## config.mk

```make
export PLATFORM = sky130hd
export DESIGN_NAME = position_delta_varint_encoder
export DESIGN_NICKNAME = d
export VERILOG_FILES = /design/src/hw/rtl/pdve_pkg.sv /design/src/hw/rtl/pdve_delta.sv /design/src/hw/rtl/pdve_emit.sv /design/src/hw/rtl/position_delta_varint_encoder.sv
export SDC_FILE = /design/constraint.sdc
export NUM_CORES = 1
export LEC_CHECK = 0
export BUFFER_PORTS_ARGS = -buffer_cell sky130_fd_sc_hd__buf_2
export CAP_MARGIN = 15
export CORE_MARGIN = 2
export CORE_UTILIZATION = 45
export DETAILED_ROUTE_END_ITERATION = 12
export GPL_TIMING_DRIVEN = 0
export PLACE_DENSITY = 0.64
export SYNTH_ARGS = -nofsm -noshare
export SYNTH_HDL_FRONTEND = slang
export SYNTH_SLANG_ARGS = --single-unit
export TNS_END_PERCENT = 30
```

## constraint.sdc

```tcl
create_clock -name clk -period 3.3 [get_ports clk]
set_input_delay 0.165 -clock clk [delete_from_list [all_inputs] [get_ports clk]]
set_output_delay 0.165 -clock clk [all_outputs]
set_load 0.05 [all_outputs]
```

## src/hw/rtl/pdve_pkg.sv

```systemverilog
package pdve_pkg;

	// Width of the position delta; the difference wraps at this width.
	localparam int unsigned DELTA_WIDTH = 16;
	localparam int unsigned POS_WIDTH = 14;
	localparam int unsigned WEIGHT_WIDTH = 2;
	localparam int unsigned BYTE_WIDTH = 8;

	// A delta at or above this value needs a continuation byte.
	localparam int unsigned CONT_LIMIT = 32;
	localparam int unsigned GROUP_SHIFT = 7;
	localparam int unsigned FINAL_BITS = 5;

	// Byte positions within one item's code.
	localparam logic [1:0] BYTE_FIRST = 2'd0;
	localparam logic [1:0] BYTE_SECOND = 2'd1;
	localparam logic [1:0] BYTE_THIRD = 2'd2;

	// Input item.
	typedef struct packed {
		logic [POS_WIDTH-1:0]    word_position;
		logic [WEIGHT_WIDTH-1:0] weight_class;
		logic                    list_end;
	} in_item_t;

	// Result item.
	typedef struct packed {
		logic [BYTE_WIDTH-1:0] code_byte;
		logic                  item_done;
	} out_item_t;

	// Item held between the delta stage and the byte emitter.
	typedef struct packed {
		logic                    valid;
		logic [DELTA_WIDTH-1:0]  delta;
		logic [WEIGHT_WIDTH-1:0] weight;
	} stage_t;

endpackage

```

## src/hw/rtl/pdve_delta.sv

```systemverilog
module pdve_delta (
	input  logic                clk,
	input  logic                arst_n,
	input  logic                in_valid,
	output logic                in_ready,
	input  pdve_pkg::in_item_t  in_data,
	input  logic                take,
	output pdve_pkg::stage_t    stage
);

	logic                                  valid_s1;
	logic [pdve_pkg::DELTA_WIDTH-1:0]      delta_s1;
	logic [pdve_pkg::WEIGHT_WIDTH-1:0]     weight_s1;
	logic [pdve_pkg::POS_WIDTH-1:0]        prev_q;
	logic                                  accept;
	logic [pdve_pkg::DELTA_WIDTH-1:0]      delta_next;

	// The stage frees up in the same cycle the emitter finishes its last byte.
	assign in_ready = !valid_s1 || take;
	assign accept = in_valid && in_ready;

	// Difference from the previous position, wrapping at the delta width.
	assign delta_next = pdve_pkg::DELTA_WIDTH'(in_data.word_position)
		- pdve_pkg::DELTA_WIDTH'(prev_q);

	// Control state: stage occupancy and the previous position of the list.
	always_ff @(posedge clk or negedge arst_n) begin
		if (!arst_n) begin
			valid_s1 <= 1'b0;
			prev_q <= '0;
		end else begin
			if (accept) begin
				valid_s1 <= 1'b1;
				prev_q <= in_data.list_end ? '0 : in_data.word_position;
			end else if (take) begin
				valid_s1 <= 1'b0;
			end
		end
	end

	// Payload of the held item.
	always_ff @(posedge clk) begin
		if (accept) begin
			delta_s1 <= delta_next;
			weight_s1 <= in_data.weight_class;
		end
	end

	assign stage.valid = valid_s1;
	assign stage.delta = delta_s1;
	assign stage.weight = weight_s1;

endmodule

```

## src/hw/rtl/pdve_emit.sv

```systemverilog
module pdve_emit (
	input  logic                clk,
	input  logic                arst_n,
	input  pdve_pkg::stage_t    stage,
	output logic                take,
	output logic                out_valid,
	input  logic                out_ready,
	output pdve_pkg::out_item_t out_data
);

	logic                                  out_valid_q;
	pdve_pkg::out_item_t                   out_q;
	logic [1:0]                            idx_q;
	logic [1:0]                            nbytes;
	logic                                  last_byte;
	logic                                  load;
	logic [pdve_pkg::DELTA_WIDTH-1:0]      group1;
	logic [pdve_pkg::DELTA_WIDTH-1:0]      rem;
	pdve_pkg::out_item_t                   next_item;

	// Number of bytes for this delta: one more per 7-bit group while the
	// remaining value is at or above the continuation limit.
	assign group1 = stage.delta >> pdve_pkg::GROUP_SHIFT;

	always_comb begin
		if (stage.delta < pdve_pkg::DELTA_WIDTH'(pdve_pkg::CONT_LIMIT)) begin
			nbytes = 2'd1;
		end else if (group1 < pdve_pkg::DELTA_WIDTH'(pdve_pkg::CONT_LIMIT)) begin
			nbytes = 2'd2;
		end else begin
			nbytes = 2'd3;
		end
	end

	// Remaining delta at the current byte position.
	always_comb begin
		case (idx_q)
			pdve_pkg::BYTE_FIRST: begin
				rem = stage.delta;
			end
			pdve_pkg::BYTE_SECOND: begin
				rem = group1;
			end
			pdve_pkg::BYTE_THIRD: begin
				rem = stage.delta >> (2 * pdve_pkg::GROUP_SHIFT);
			end
			default: begin
				rem = '0;
			end
		endcase
	end

	assign last_byte = (idx_q == 2'(nbytes - 2'd1));

	// Final byte carries weight and low delta bits; others carry 7 bits and
	// the continuation mark.
	always_comb begin
		if (last_byte) begin
			next_item.code_byte = {1'b0, stage.weight, rem[pdve_pkg::FINAL_BITS-1:0]};
			next_item.item_done = 1'b1;
		end else begin
			next_item.code_byte = {1'b1, rem[pdve_pkg::GROUP_SHIFT-1:0]};
			next_item.item_done = 1'b0;
		end
	end

	// The output register takes a new byte when empty or being drained.
	assign load = !out_valid_q || out_ready;
	assign take = load && stage.valid && last_byte;

	always_ff @(posedge clk or negedge arst_n) begin
		if (!arst_n) begin
			out_valid_q <= 1'b0;
			idx_q <= pdve_pkg::BYTE_FIRST;
		end else if (load) begin
			out_valid_q <= stage.valid;
			if (stage.valid) begin
				idx_q <= last_byte ? pdve_pkg::BYTE_FIRST : 2'(idx_q + 2'd1);
			end
		end
	end

	always_ff @(posedge clk) begin
		if (load && stage.valid) begin
			out_q <= next_item;
		end
	end

	assign out_valid = out_valid_q;
	assign out_data = out_q;

endmodule

```

## src/hw/rtl/position_delta_varint_encoder.sv

```systemverilog
// Channel | Signals                          | Moves
// --------+----------------------------------+-------------------------------------
// in      | in_valid, in_ready, in_data      | one position item per handshake
// out     | out_valid, out_ready, out_data   | one code byte item per handshake
//
// An accepted item waits in the delta stage while the byte emitter moves one byte per
// cycle, unless the output stalls, into its single output register; an item of one to
// three bytes holds the stage until its last byte is loaded into that register.
// Reset clears the held item, the output register and the previous position.
// A stall on the output holds the current byte; the input stalls only when the
// delta stage is full and its item has not yet sent its last byte.
module position_delta_varint_encoder (
	input  logic                clk,
	input  logic                arst_n,
	input  logic                in_valid,
	output logic                in_ready,
	input  pdve_pkg::in_item_t  in_data,
	output logic                out_valid,
	input  logic                out_ready,
	output pdve_pkg::out_item_t out_data
);

	pdve_pkg::stage_t stage;
	logic             take;

	// Delta against the previous position of the list.
	pdve_delta u_delta (
		.clk      (clk),
		.arst_n   (arst_n),
		.in_valid (in_valid),
		.in_ready (in_ready),
		.in_data  (in_data),
		.take     (take),
		.stage    (stage)
	);

	// Varint byte generation.
	pdve_emit u_emit (
		.clk       (clk),
		.arst_n    (arst_n),
		.stage     (stage),
		.take      (take),
		.out_valid (out_valid),
		.out_ready (out_ready),
		.out_data  (out_data)
	);

	// Finishing an item puts its final byte in the output register.
	a_take_final: assert property (@(posedge clk) disable iff (!arst_n)
		take |=> out_valid && out_data.item_done)
		else $error("finished item did not present its final byte");

	// A byte that is not the last of its item carries the continuation bit.
	a_cont_bit: assert property (@(posedge clk) disable iff (!arst_n)
		out_valid && !out_data.item_done |-> out_data.code_byte[7])
		else $error("continuation byte without continuation bit");

	// An accepted item is held in the delta stage in the next cycle.
	a_accept_held: assert property (@(posedge clk) disable iff (!arst_n)
		in_valid && in_ready |=> stage.valid)
		else $error("accepted item was not held");

endmodule

```

==> results by group <==
Drt
  • DR WL/cell: 13.1 µm
  • Drt pass-1 iters: 4
  • Met3 WL: 156 µm
  • Met2 wire len: 2180 µm
  • Antenna-violating nets left: 0
  • DR vias: 1754
  • Drt initial violations: 74
  • Routed WL: 4480 µm
  • Met1 WL: 2090 µm
  • Drc violations: 0
  • Routed vias/inst: 5.13
  • Top sig layer: met4

Timing
  • Worst-case clock skew: 0.00961 ns
  • Setup TNS: 0 ns
  • Setup ws final: 0.416 ns
  • Final Critical Period: 2.88 ns
  • RSZ-0062 raised after global routing: false
  • Worst slew pin tran: 0.626 ns
  • Max-slew violation count: 0
  • Relative slew slack: 58.2%
  • Final setup viols: 0
  • Period utilisation layout: 87.4%
  • Max Clk Rate: 347 MHz
  • Final hold violation count: 0

Place
  • RePlAce Congestion: 0.778
  • Dpl hpwl: 3410 µm
  • Setup slack at placement: 0.398 ns
  • Placed Instances: 333
  • Dpl cell area: 0.00281 mm²
  • Buffers on Ports: 31

Critical path
  • Crit path arrival time: 2.81 ns
  • Required time worst endpoint: 3.23 ns
  • Critical path type: reg2reg
  • Crit end category: flop
  • Slowest stage cell, crit path: or4_4
  • Critical Path Max Stage Delay: 0.56 ns
  • Type of origin of the critical path: flop
  • Crit-path max FO: 17
  • Worst path cell trace: or4_4 -> nor4_4 -> mux2_4 -> a21bo_1 -> buf_6 -> buf_12 -> inv_1

Synthesis
  • Syn avg cell area: 11.1 µm²
  • Sequential share of the synthesized area: 48.0%
  • Mapped Nets: 270
  • Ys async rst share: 40.9%
  • Mapped cell area: 0.00256 mm²
  • Number of flops mapped to enable cells by yosys: 26
  • Mapped Cells: 230
  • Yosys cell types: 47
  • Yosys warnings: 0
  • Synth Flop Type: edfxtp_1
  • Post-synthesis sequential element count: 44

Clocking
  • Clk Latency, worst-skew pair: 0.30 ns
  • Post-CTS setup buffer count: 0
  • Max clock buf depth: 2
  • Clk sink count: 44
  • H-tree levels: 2
  • Worst-path clk slew: 0.09 ns
  • CTS tree: yes
  • CTS Root Buffer Type: clkbuf_8
  • Num CTS Buffers: 5

Global routing
  • GRT Residual Overflow: 0
  • GRT Util Overall: 15.3%
  • Largest net degree at the start of global routing: 19
  • Initial antenna violation count: 0
  • Wire length of the first global-routing pass: 7380 µm
  • Vias in the first global route: 1647

Power and ir drop
  • VDD IR max: 0.000348 V
  • Pwr dens: 905 mW/mm²
  • Clock Power Share: 13.3%
  • Internal: 0.00155 W
  • Sw Ratio: 41.1%
  • Switching Power: 0.00108 W
  • Share of power burned in registers: 35.9%
  • Logic pwr share: 50.8%
  • Lkg Pwr: 1.34 nW

Min path
  • Min-delay worst type: in2reg

Status
  • Outcome: finished, final reports clean

Floorplanning
  • Starting Density: 46.5%
  • Die W: 79.5 µm
  • I/O pin cnt: 32
  • Row count: 27
  • Die ar.: 0.00631 mm²
  • Core Footprint: 0.00551 mm²
  • Die Ht: 79.5 µm

Layout
  • Post-route cell area: 0.00291 mm²
  • Post-layout util: 52.9%
  • Layout Nets: 309
  • Cell Count, Final, Fillers Out: 342
  • Area delta synth->final: 13.6%
  • Share of cells above drive strength 1: 19.3%
  • ANT cells: 0

Job
  • Number of max-cap violations: 0
cells by family after synthesis:
kind of cell	after synthesis	synth area share [%]
multiplexers	19	8.11
flip-flops	44	48.0
AO/OA/AOI/OAI	44	11.7
AND/OR/NAND/NOR	62	13.3
XOR/XNOR	10	3.42
buffers and inverters	32	5.86
adder cells (fa/ha/maj)	19	9.57
power by group through the flow:
stage                     combinational (W)  clock (W)  sequential [W]
after floorplan                    0.000900          0         0.00112
after global placement              0.00132          0        0.000953
after detailed placement            0.00134          0        0.000960
after CTS                           0.00135   0.000363        0.000949
after global routing                0.00150   0.000381        0.000967
final                               0.00134   0.000351        0.000946
synthesized netlist by cell type (all sizes together), types with 2 or more instances:
cell type | count | share of area, %
nand3 | 4 | 0.78
nor3 | 4 | 0.78
xnor2 | 4 | 1.4
edfxtp | 26 | 30
buf | 2 | 1.2
xor2 | 6 | 2.1
dfrtp | 18 | 18
o21ai | 8 | 1.6
o21a | 3 | 0.88
nor2b | 2 | 0.49
a22oi | 5 | 1.5
nand2 | 13 | 1.9
a21oi | 10 | 2.0
nand4 | 2 | 0.49
nor4 | 2 | 1.1
o211ai | 2 | 0.59
mux2i | 14 | 5.5
nand2b | 14 | 3.4
inv | 27 | 4.0
mux2 | 5 | 2.6
a222oi | 2 | 0.78
a21o | 4 | 1.2
ha | 18 | 8.8
clkbuf | 2 | 0.29
nor2 | 14 | 2.1
layout by cell type (no fill, tap or decap), types with 5 or more instances in the layout:
master    synthesis  final
nand2b_1         14     14
buf_2             0     31
o21ai_0           8      8
nor2_1           14     14
a22oi_1           5      5
a21oi_1          10     10
edfxtp_1         26     26
mux2i_1          14     14
xor2_1            6      6
ha_1             18     18
dfrtp_1          18     18
nand2_1          13     13
inv_1            27     27
clkbuf_8          0      6
worst max-delay path, delay by kind of cell (launching register included):
kind	cells	cell delay [ns]
buffers and inverters	3	0.75
flip-flops	1	0.42
multiplexers	1	0.34
AO/OA/AOI/OAI	1	0.20
AND/OR/NAND/NOR	2	0.81
final cells by class:
type,instances,area [µm²]
Multi-Input combinational cell,154,1180
Fill cell,508,2590
Clock buffer,7,86.3
Timing Repair Buffer,32,165
Sequential cell,44,1230
Tap cell,72,90.1
Clock inverter,1,7.51
Buffer,5,48.8
Inverter,27,101
per-stage QoR:
step	hold WS (ns)	power, W
detailed placement	0.140	0.00230
CTS	0.0433	0.00266
finish	0.0432	0.00263
floorplan	-0.131	0.00202
global placement	0.131	0.00228
global route	0.0395	0.00285
layer usage:
metal | up-vias | track usage, %
met5 | - | 0
met2 | 38 | 25.9
li1 | 896 | -
met3 | 5 | 3.39
met1 | 815 | 19.4
met4 | 0 | 4.66
flip-flops by register name, indices dropped and copies added (netlist names):
| signal | count |
|---|---|
| u_emit.out_valid | 1 |
| u_delta.weight_s1 | 2 |
| u_delta.prev_q | 14 |
| u_delta.valid_s1 | 1 |
| u_delta.delta_s1 | 15 |
| u_emit.idx_q | 2 |
| u_emit.out_data | 9 |
repair_timing:
| item | 4_1_cts | 5_1_grt |
|---|---|---|
| hold buffers | 1 | 0 |
| resized for setup | 0 | 0 |
| hold endpoints to repair | 18 | 0 |
path summary, 6_finish.rpt:
path	startpoint	endpoint	slack [ns]	depth (start not counted)
max	u_delta.delta_s1[11]	u_delta.delta_s1[4]	0.42	7
min reg2reg	u_delta.valid_s1	u_emit.out_valid	0.48	2
max reg2reg	u_delta.delta_s1[11]	u_delta.delta_s1[4]	0.42	7
min in group asynchronous	arst_n	u_delta.prev_q[0]	0.34	2
min	in_data[2]	u_delta.weight_s1[1]	0.04	1
max in group asynchronous	arst_n	u_delta.prev_q[1]	2.65	2
No activity file was read; power rests on OpenSTA's default activity.
